File: config.mk
export PLATFORM = sky130hd
export DESIGN_NAME = hbf_front
export DESIGN_NICKNAME = d
export VERILOG_FILES = /design/src/design/hbf_pkg.sv /design/src/design/hbf_front.sv
export SDC_FILE = /design/constraint.sdc
export NUM_CORES = 1
export LEC_CHECK = 0
export ABC_AREA = 1
export BUFFER_PORTS_ARGS = -buffer_cell sky130_fd_sc_hd__buf_2
export CORE_AREA = 5 5 185 187
export DETAILED_ROUTE_END_ITERATION = 7
export DIE_AREA = 0 0 190 192
export MAX_ROUTING_LAYER = met4
export PLACE_DENSITY = 0.6
export SLEW_MARGIN = 10
export SYNTH_ARGS = -nofsm -noshare
export SYNTH_HDL_FRONTEND = slang
export SYNTH_SLANG_ARGS = --single-unit
export TNS_END_PERCENT = 1
File: constraint.sdc
create_clock -name vclk -period 3.6
set_input_delay 0.72 -clock vclk [all_inputs]
set_output_delay 0.72 -clock vclk [all_outputs]
set_load 0.01 [all_outputs]
File: src/design/hbf_pkg.sv
// shared types and constants for the harmonic bond force block
package hbf_pkg;

  localparam logic [31:0] UNIT2_Q16 = 32'd54841442;
  localparam logic [47:0] FMAX = 48'h7FFF_FFFF_FFFF;
  localparam logic [47:0] FMIN_MAG = 48'h8000_0000_0000;
  localparam logic [47:0] EMAX = 48'hFFFF_FFFF_FFFF;
  localparam logic [62:0] TMAX = {63{1'b1}};

  typedef struct packed {
    logic [15:0]       atom_a;
    logic [15:0]       atom_b;
    logic [2:0][32:0]  dmag;
    logic [2:0]        dneg;
    logic [31:0]       k;
    logic [31:0]       r0;
    logic              last;
  } hbf_item_t;

  typedef struct packed {
    logic [1:0] level;
    logic       full;
    logic       empty;
  } hbf_qstat_t;

endpackage

File: src/design/hbf_front.sv
// front end: forms the separation vector of each bond as magnitude and sign
module hbf_front (
  input  logic [15:0]        atom_a_number,
  input  logic [15:0]        atom_b_number,
  input  logic signed [31:0] a_x,
  input  logic signed [31:0] a_y,
  input  logic signed [31:0] a_z,
  input  logic signed [31:0] b_x,
  input  logic signed [31:0] b_y,
  input  logic signed [31:0] b_z,
  input  logic [31:0]        stiffness,
  input  logic [31:0]        rest_length,
  input  logic               last_in_set,
  output hbf_pkg::hbf_item_t item
);
  import hbf_pkg::*;

  logic signed [32:0] d [3];

  always_comb begin
    d[0] = 33'(b_x) - 33'(a_x);
    d[1] = 33'(b_y) - 33'(a_y);
    d[2] = 33'(b_z) - 33'(a_z);
    item.atom_a = atom_a_number;
    item.atom_b = atom_b_number;
    item.k      = stiffness;
    item.r0     = rest_length;
    item.last   = last_in_set;
    for (int j = 0; j < 3; j++) begin
      item.dneg[j] = d[j][32];
      item.dmag[j] = d[j][32] ? 33'(-d[j]) : 33'(d[j]);
    end
  end

endmodule

==> impl_metrics.ini <==
[outcome]
violations = setup timing
status = finished with violations

[finish]
stdcell_count = 3375
sequential_cell_total = 0
layout_common_cells = 732 x nand2_1, 481 x inv_1, 422 x buf_4, 281 x buf_2, 135 x nand2_2
syn_to_final_growth_pct = 57.3
clock_buffers = 0
seq_area_sq_um = 0
final_layout_size_suffix_gt1_share_pct = 40.6
post-route-util_pct = 55.2
stdcell_area_sq_mm = 0.0178
final_common_cell = nand2_1
nets = 3324

[setup_path]
crit_buf_inv = 4
crit_path_end_kind = output pin
cp.arrival_ns = 3.11
path_class = in -> out
cp_cell_sequence = buf_6 > inv_4 > ha_4 > fa_2 > ha_4 > inv_2 > nor2_2 > nand3_1 > nor2_2 > nand2_2 > nor2_4 > nand3_4 > nor2_4 > nand2_4 > nand2_4 > nand2_2 > nand2_1 > nand2_1 > buf_2
cp_slowest_cell = fa_2
cp_slowest_stage_delay_ns = 0.58
required_ns = 2.88
cp.depth = 19
cp_top_family = simple AND/OR/NAND/NOR gates
start_kind = input pin
crit_fanout = 3

[global_route]
grt-ovfl-total = 0
grt_max_degree = 21
grt_usage_pct = 23.9
antenna_found_initial = 2
grt_pass1_wl_um = 70400
grt_pass1_vias = 14800

[yosys]
netlist-cell-type-count = 37
avgSynthCellArea_sq_um = 4.91
yosysWarnings = 0
yosysSeqAreaShare_pct = 0
synthesis.instances = 2306
syn-cell-area_sq_mm = 0.0113
synth_nets = 2697

[sta]
finalCritPeriodShare_pct = 106
hold_viol = 0
fin_ws_ns = -0.229
slew_viol_final = 0
tns_ns = -11.42
max_slew_margin_pct = 68.4
rsz0062_at_grt = true
worstMarginPinSlew_ns = 0.470
setup_viol = 89
period_minus_slack_ns = 3.83
fmax_ghz = 0.261

[placed_design]
io_buffers = 294
placed_area_sq_mm = 0.0154
gp_congestion = 0.926
hpwl_um = 39700
placed_cells = 3310
pre_cts_slack_ns = -0.538

[drt]
viasPerCell = 4.62
firstDrtPassIters = 5
drt_iter0_drc = 703
wl_per_cell_um = 13.9
drc = 0
routed_wl_um = 46800
vias = 15600
final_antenna_net_count = 0

[floorplanning]
coreArea_sq_mm = 0.0323
start_util_pct = 35.1
die_h_um = 192
io_pins = 488
die-area_sq_mm = 0.0365
die_x_um = 190
placementRows = 66

[flow_run]
drv_cap = 0

[hold_path]
min_path_cells = 0
worstHoldPathType = in -> out
worst_hold_path.endpoint = item[15]
hold_start = rest_length[14]

[pwr]
leakagePower_nw = 10.6
vdd_drop_max_v = 0.000125
power_density_mw_per_mm2 = 247
-- metrics by stage --
stage                     hold WS, ns  power [W]
final                            1.44    0.00440
after global routing             1.44    0.00479
after CTS                        1.44    0.00396
after detailed placement         1.44    0.00375
after global placement           1.44    0.00372
after floorplan                  1.53    0.00211
-- timing repair --
action / 4_1_cts / 5_1_grt
gates cloned: 0 / 3
endpoints found under the setup margin: 99 / 99
pin swaps: 72 / 93
buffers inserted: 36 / 24
resized for setup: 148 / 310
hold buffers: 0 / 0
-- Yosys cell counts (4+ instances only) --
| cell type | number | area [sq um] |
|---|---|---|
| a21oi_1 | 77 | 385 |
| a21oi_2 | 5 | 43.8 |
| and2_1 | 4 | 25.0 |
| buf_4 | 102 | 766 |
| ha_1 | 99 | 1240 |
| inv_1 | 498 | 1870 |
| inv_2 | 18 | 67.6 |
| nand2_1 | 844 | 3170 |
| nand2_2 | 46 | 288 |
| nand3_1 | 153 | 766 |
| nand3_2 | 8 | 80.1 |
| nand3b_1 | 25 | 188 |
| nand4_1 | 36 | 225 |
| nor2_1 | 197 | 739 |
| nor2_2 | 25 | 156 |
| nor2_4 | 7 | 78.8 |
| nor3_1 | 20 | 100 |
| o21ai_0 | 29 | 145 |
| o21ai_1 | 6 | 30.0 |
| o21bai_1 | 4 | 30.0 |
| xnor2_1 | 21 | 184 |
| xor2_1 | 56 | 490 |
-- layer usage --
| metal | up-vias | GRT usage, % | wire length (um) |
|---|---|---|---|
| li1 | 8113 | - | - |
| met1 | 6973 | 30.1 | 20900 |
| met2 | 410 | 41.9 | 22700 |
| met3 | 86 | 1.80 | 2100 |
| met4 | 0 | 5.12 | 1120 |
| met5 | - | - | 0 |
-- report_power, final --
group                 total, W      internal, W  switching, W
Combinational          0.00440          0.00196       0.00243
Sequential                   0                0             0
Clock          0.0000000000743  0.0000000000743             0
Total                  0.00440          0.00196       0.00243
-- how the worst max path moves through the flow --
stage            from        end  slack [ns]
3_5_place_dp   a_x[0]   item[90]       -0.54
5_1_grt        a_x[0]   item[95]       -0.37
2_1_floorplan  b_y[0]  item[123]        0.10
4_1_cts        b_y[0]  item[129]       -0.24
3_3_place_gp   a_x[0]   item[97]       -0.48
6_report       b_z[0]  item[162]       -0.23
-- cell families (layout without fill, tap and decap cells) --
group | Yosys count | count (layout) | synth area share (%)
buffers and inverters | 626 | 1251 | 24.4
xor gates and xnor gates | 77 | 77 | 5.95
and+or+nand+nor | 1375 | 1375 | 52.3
adders and majority gates | 102 | 102 | 11.5
other | 0 | 2 | 0
AOI/OAI and AO/OA | 126 | 126 | 5.91
-- cell type report --
class	instances	area (sq um)
antenna	2	5.00
fill	3362	14500
inverter	519	1980
multi-input combinational	1680	10300
tap	442	553
timing repair buffer	731	4960
timing repair inverter	1	8.76
(Power assumes the default switching activity.)
