File: src/design/hbf_pkg.sv
// shared types and constants for the harmonic bond force block
package hbf_pkg;

  localparam logic [31:0] UNIT2_Q16 = 32'd54841442;
  localparam logic [47:0] FMAX = 48'h7FFF_FFFF_FFFF;
  localparam logic [47:0] FMIN_MAG = 48'h8000_0000_0000;
  localparam logic [47:0] EMAX = 48'hFFFF_FFFF_FFFF;
  localparam logic [62:0] TMAX = {63{1'b1}};

  typedef struct packed {
    logic [15:0]       atom_a;
    logic [15:0]       atom_b;
    logic [2:0][32:0]  dmag;
    logic [2:0]        dneg;
    logic [31:0]       k;
    logic [31:0]       r0;
    logic              last;
  } hbf_item_t;

  typedef struct packed {
    logic [1:0] level;
    logic       full;
    logic       empty;
  } hbf_qstat_t;

endpackage

File: src/design/hbf_queue.sv
// two-entry queue between front end and compute engine
module hbf_queue (
  input  logic               clk,
  input  logic               rst_n,
  input  logic               push,
  input  hbf_pkg::hbf_item_t push_item,
  input  logic               pop,
  output hbf_pkg::hbf_item_t head,
  output hbf_pkg::hbf_qstat_t stat
);
  import hbf_pkg::*;

  hbf_item_t  mem_r [2];
  logic       wp_r, rp_r;
  logic [1:0] cnt_r;

  always_ff @(posedge clk) begin
    if (!rst_n) begin
      wp_r  <= 1'b0;
      rp_r  <= 1'b0;
      cnt_r <= 2'd0;
    end else begin
      if (push) wp_r <= ~wp_r;
      if (pop) rp_r <= ~rp_r;
      cnt_r <= cnt_r + 2'(push) - 2'(pop);
    end
  end

  always_ff @(posedge clk) begin
    if (push) mem_r[wp_r] <= push_item;
  end

  assign head       = mem_r[rp_r];
  assign stat.level = cnt_r;
  assign stat.full  = cnt_r == 2'd2;
  assign stat.empty = cnt_r == 2'd0;

endmodule

File: config.mk
export PLATFORM = sky130hd
export DESIGN_NAME = hbf_queue
export DESIGN_NICKNAME = d
export VERILOG_FILES = /design/src/design/hbf_pkg.sv /design/src/design/hbf_queue.sv
export SDC_FILE = /design/constraint.sdc
export NUM_CORES = 1
export LEC_CHECK = 0
export ABC_CLOCK_PERIOD_IN_PS = 13000
export BUFFER_PORTS_ARGS = -buffer_cell sky130_fd_sc_hd__buf_2
export CAP_MARGIN = 40
export CORE_MARGIN = 1
export CORE_UTILIZATION = 54
export CTS_BUF_LIST = sky130_fd_sc_hd__clkbuf_4 sky130_fd_sc_hd__clkbuf_8
export DETAILED_ROUTE_END_ITERATION = 6
export GPL_TIMING_DRIVEN = 0
export PLACE_DENSITY_LB_ADDON = 0.08
export SYNTH_ARGS = -nofsm -noshare
export SYNTH_HDL_FRONTEND = slang
export SYNTH_SLANG_ARGS = --single-unit
File: constraint.sdc
create_clock -name clk -period 13 [get_ports clk]
set_clock_uncertainty 0.2 [all_clocks]
set_input_delay 1.3 -clock clk [delete_from_list [all_inputs] [get_ports clk]]
set_output_delay 1.3 -clock clk [all_outputs]
set_load 0.05 [all_outputs]
==> flow_summary.ini, run 1 <==
[status]
status = finished clean

[placed_design]
portBuffers = 405
dp_hpwl_um = 20800
place_inst = 1429
place_congestion = 0.736
pre_cts_slack_ps = 9770

[die]
die_y_um = 169
start_util = 0.553
rows = 60
num_io_pins = 406
die_area_um2 = 28400
fp.dieW_um = 169
core_um2 = 27100

[global_routing]
grt_start_max_net_pins = 59
grt_pass1_wl_um = 43700
grt_usage = 0.208
overflow = 0
antenna_found_initial = 9
grt_pass1_vias = 7921

[logic_synthesis]
syn_nets = 845
synthDistinctLibCells = 14
yosysWarnings = 0
yosysTopAreaCellShare = 0.797
synth_area_per_cell_um2 = 23.4
synth-edff-count = 398
synth-main-ff-cell = edfxtp_1
synth-seq-cells = 403
synthTopCellsByCount = edfxtp_1, mux2_4, mux2_2
yosysTopAreaCell = edfxtp_1
async_flop_share = 0
yosysMostFrequentCell = edfxtp_1
yosysSeqAreaShare = 0.804
netlist_instances = 640
syn_area_um2 = 15000
synth_area_leaders = edfxtp_1, mux2_4, mux2_2

[timing]
post-route-period-util = 0.275
hold_viol = 0
setup_violations = 0
worst_pin_slew_ps = 582
post-route-min-period_ps = 3580
rsz0062_at_grt = no
drv_slew = 0
worst_slack_ps = 9420
relSlewSlack = 0.612
max_freq_mhz = 280

[setup_path]
critPathSlowestCell = dfxtp_1
crit_required_ps = 11500
ff2ff_setup_slack_ps = 10800
reg2reg_depth = 3
worst-path-buf-inv = 4
setup.worst_path.class = reg -> out
crit_chain = buf_6 > buf_6 > buf_6 > mux2_4 > buf_2
cpPeakStageDelay_ps = 340
path_delay_family = buffers and inverters
crit_top_cell = buf_6
cp.arrival_ps = 2080
cp-start-kind = flop
timing.rr.end = mem_r[1][93]
worstPathMaxFanout = 10
worstReg2RegStart = wp_r
endpoint_kind = output pin

[route]
wl_per_cell_um = 19.3
met2_length_um = 15700
highest_layer = met5
ant_nets = 0
first_pass_iters = 7
wirelength_um = 29900
drtIter0Drc = 409
drc_errors = 0
wl_met3_um = 3100
drt-met1-wl_um = 10600
via_count = 7721
viasPerCell = 4.98

[cells_and_area]
fillers = 1833
final_nets = 1330
multi_input_area_um2 = 2740
stdcell_count = 1551
postLayoutCoreUtil = 0.702
seq_area_um2 = 12100
drive_above_1_share = 0.630
syn_to_final_growth_pct = 27.0

[clock_network]
cts_tree = yes
cts_sinks = 403
path_clk_slew_ps = 60
clockBufferDepth = 3
post_cts_buffers = 0
h-tree-depth = 3
cts-resized-gates = 0
root_buffer = clkbuf_8
cts_buffers = 66
clk_latency_ps = 560
ctsHoldBuffers = 0

[hold_path]
hold_start = rp_r
hold_depth = 2
worstHoldPathType = reg -> reg

[pwr]
ir_drop_uv = 116
leakage_uw = 0.00748
p_per_area_nw_per_um2 = 162

[job]
maxCapViolCount = 0
==> tightest hold or removal path: stages (launching register included) <==
cell and delay [ps]:
dfxtp_1 320, xor2_1 80, and2_1 160
==> through the flow <==
stage          hold WS, ps  setup TNS [ps]  cell area (um^2)  total power [uW]
6_report               391               0             19000              3080
5_1_grt                412               0             19000              3200
4_1_cts                411               0             19000              3120
3_5_place_dp           396               0             17800              2100
3_3_place_gp           368         -666470             17500              2100
2_1_floorplan          355               0             15000              1960
==> final cells by class <==
| type | count | share of cell area |
|---|---|---|
| tap | 372 | 0.0244 |
| sequential | 403 | 0.633 |
| inverter | 2 | 0.000394 |
| clock inverter | 31 | 0.00782 |
| antenna | 5 | 0.000657 |
| multi-input combinational | 213 | 0.144 |
| timing repair buffer | 417 | 0.122 |
| buffer | 22 | 0.0104 |
| clock buffer | 86 | 0.0569 |
==> worst max path at each step <==
stage               start       endpoint  slack [ps]  cells after the start
finish               flop      head[148]        9420                      5
detailed placement   push  mem_r[1][159]        9770                      4
CTS                  flop      head[148]        9350                      5
floorplan            push           wp_r        2090                      2
global route         flop      head[148]        9330                      5
global placement     push           wp_r       -3420                      3
==> state kept, by name (all words and copies together) (netlist names), named ones only <==
register / flops
wp_r: 1
cnt_r: 2
rp_r: 1
mem_r: 398
==> power breakdown <==
group / total [uW] / internal (uW) / switching (uW)
registers: 1520 / 1500 / 16.0
logic: 544 / 174 / 370
clock network: 1020 / 547 / 471
total: 3080 / 2230 / 857
==> cells in the final DEF (no fill, tap or decap) <==
master,synthesis,final
and2_1,4,3
and2_4,0,1
buf_12,0,4
buf_16,0,8
buf_2,8,413
buf_6,14,14
clkbuf_4,0,16
clkbuf_8,0,70
clkinv_1,0,17
clkinv_2,0,10
dfxtp_1,5,5
diode_2,0,5
edfxtp_1,398,398
ha_1,2,2
inv_1,2,2
inv_6,0,4
mux2_2,99,99
mux2_4,100,100
nor2_1,1,1
nor2b_1,4,3
nor2b_4,0,1
o21a_1,1,1
xnor3_1,1,1
xor2_1,1,1
==> routing by layer <==
| layer | vias up | track usage |
|---|---|---|
| met1 | 3770 | 0.223 |
| li1 | 3562 | - |
| met3 | 48 | 0.0903 |
| met4 | 8 | 0.0656 |
| met2 | 333 | 0.370 |
| met5 | - | 0 |
==> kinds of logic after synthesis <==
kind of cell / share of synthesized area
muxes: 0.175
buffers and inverters: 0.0137
adders and majority gates: 0.00167
DFF: 0.804
AOI/OAI and AO/OA: 0.000501
xor gates and xnor gates: 0.00209
and+or+nand+nor: 0.00359
(Power assumes the default switching activity.)
==> run 2: changes to the inputs <==
ABC_CLOCK_PERIOD_IN_PS = 3200   (was 13000)
CORE_UTILIZATION = 49   (was 54)
clock period = 3.2 ns   (was 13 ns; I/O delays follow)
==> run 2 against run 1 <==
Compared with the run above:
- register-to-register slack got worse by 9800 ps
- worst setup slack got worse by 8800 ps
- routed wire length increased by 7.9%
==> flow_summary.ini, run 2 (same netlist as run 1, synthesis figures left out) <==
[clock_network]
cts_buffers = 66
path_clk_slew_ps = 60
h-tree-depth = 3
clockBufferDepth = 3
root_buffer = clkbuf_8
post_cts_buffers = 0
cts_sinks = 403
cts_tree = yes
clk_latency_ps = 550

[placed_design]
dp_hpwl_um = 21400
place_congestion = 0.744
portBuffers = 405
place_inst = 1447
placed_area_um2 = 17800

[cells_and_area]
syn_to_final_growth_pct = 40.3
final_common_cell = buf_2
largest-register = mem_r
largest_reg_flops = 398
final_nets = 1533
postLayoutCoreUtil = 0.704
final_cell_mix = buf_2, edfxtp_1, dlygate4sd3_1
final_area_um2 = 21000
reg_top3 = mem_r (398), cnt_r (2)
drive_above_1_share = 0.537
antennaDiodeCount = 0
stdcell_count = 1757

[job]
maxCapViolCount = 0

[setup_path]
worstPathMaxFanout = 10
worst-path-buf-inv = 4
crit_top_cell = buf_6
cp_num_cells = 5
path_delay_family = buffers and inverters
endpoint_kind = output pin
setup.worst_path.class = reg -> out
cpPeakStageDelay_ps = 320
ff2ff_setup_slack_ps = 1010
crit_chain = buf_6 > buf_6 > buf_6 > mux2_4 > buf_2
timing.rr.end = mem_r[0][64]
critPathSlowestCell = dfxtp_1
worstReg2RegStart = wp_r
critPathCapture = head[149]
cp.arrival_ps = 2050
crit_required_ps = 2680
cp-start-kind = flop
reg2reg_depth = 4

[route]
viasPerCell = 4.81
first_pass_iters = 4
drc_errors = 0
wl_per_cell_um = 18.4
wirelength_um = 32300
drtIter0Drc = 356
ant_nets = 0
via_count = 8451

[timing]
post-route-min-period_ps = 2570
max_freq_mhz = 389
relSlewSlack = 0.431
hold_viol = 0
setup_violations = 0
post-route-period-util = 0.803
holdWs_ps = 276
drv_slew = 0
rsz0062_at_grt = no
worst_pin_slew_ps = 852

[global_routing]
antenna_found_initial = 0
grt_usage = 0.202
grt_pass1_vias = 8845
overflow = 0
grt_start_max_net_pins = 48
grt_pass1_wl_um = 47100

[hold_path]
hold_start = push_item[42]
worstHoldPathType = in -> reg

[pwr]
switching_share = 0.276
p_sw_uw = 3510
p_comb_frac = 0.191
seqPwrFrac = 0.485
finalPower_uw = 12700
p_per_area_nw_per_um2 = 605
ir_drop_uv = 497
p_int_uw = 9210
clkPwrFrac = 0.324
leakage_uw = 0.00830

[die]
fp.dieW_um = 177
core_um2 = 29900
start_util = 0.502
num_io_pins = 406
die_area_um2 = 31300
rows = 63
die_y_um = 177

[status]
status = finished clean
-- run 2: cell types whose count changed in the layout (fill, tap and decap cells not counted) --
cell,change
buf_16,-2
clkinv_1,-4
dlygate4sd3_1,+203
clkbuf_4,+3
clkinv_2,-9
buf_12,+2
diode_2,-5
-- run 2: worst register-to-register path, cell delays in order, from the launching register on --
cell and delay, ps:
dfxtp_1 330, nor2b_4 680, buf_12 290, buf_16 190, buf_16 180
-- run 2: metal layers --
| layer | track usage | routed length [um] | vias up |
|---|---|---|---|
| met5 | 0 | 0 | - |
| met4 | 0.0848 | 914 | 0 |
| met3 | 0.0696 | 2750 | 63 |
| met2 | 0.350 | 16300 | 344 |
| met1 | 0.226 | 12400 | 4098 |
| li1 | - | - | 3946 |
-- run 2: stage by stage --
stage                     setup TNS, ps  setup slack [ps]
after CTS                             0               534
after global placement          -895340             -2700
after global routing                  0               523
final                                 0               630
after detailed placement              0               811
after floorplan                 -205070              -745
-- run 2: area by class of cell --
| class | count | area (um^2) |
|---|---|---|
| Buffer | 22 | 198 |
| Clock buffer | 89 | 1110 |
| Clock inverter | 18 | 88.8 |
| Fill cell | 1986 | 8850 |
| Inverter | 2 | 7.51 |
| Multi-Input combinational cell | 213 | 2740 |
| Sequential cell | 403 | 12100 |
| Tap cell | 390 | 488 |
| Timing Repair Buffer | 620 | 4340 |
-- run 2: worst min path at each step --
stage,end,slack (ps),depth (start not counted)
floorplan,mem_r[0][0],220,0
global placement,mem_r[0][35],310,1
detailed placement,mem_r[1][81],310,1
CTS,mem_r[1][21],230,2
global route,mem_r[1][21],250,2
finish,mem_r[1][42],280,2
-- run 2: power groups by stage --
stage               sequential [uW]  clock [uW]  combinational, uW
floorplan                      6310           0               1620
CTS                            6170        4230               2450
global route                   6190        4470               2540
detailed placement             6280           0               2240
finish                         6170        4120               2430
global placement               6310           0               2170
-- run 2: timing repair --
| item | in CTS | in global routing |
|---|---|---|
| hold endpoints to repair | 403 | 0 |
| gates resized for setup | 0 | 0 |
| hold buffers | 203 | 0 |
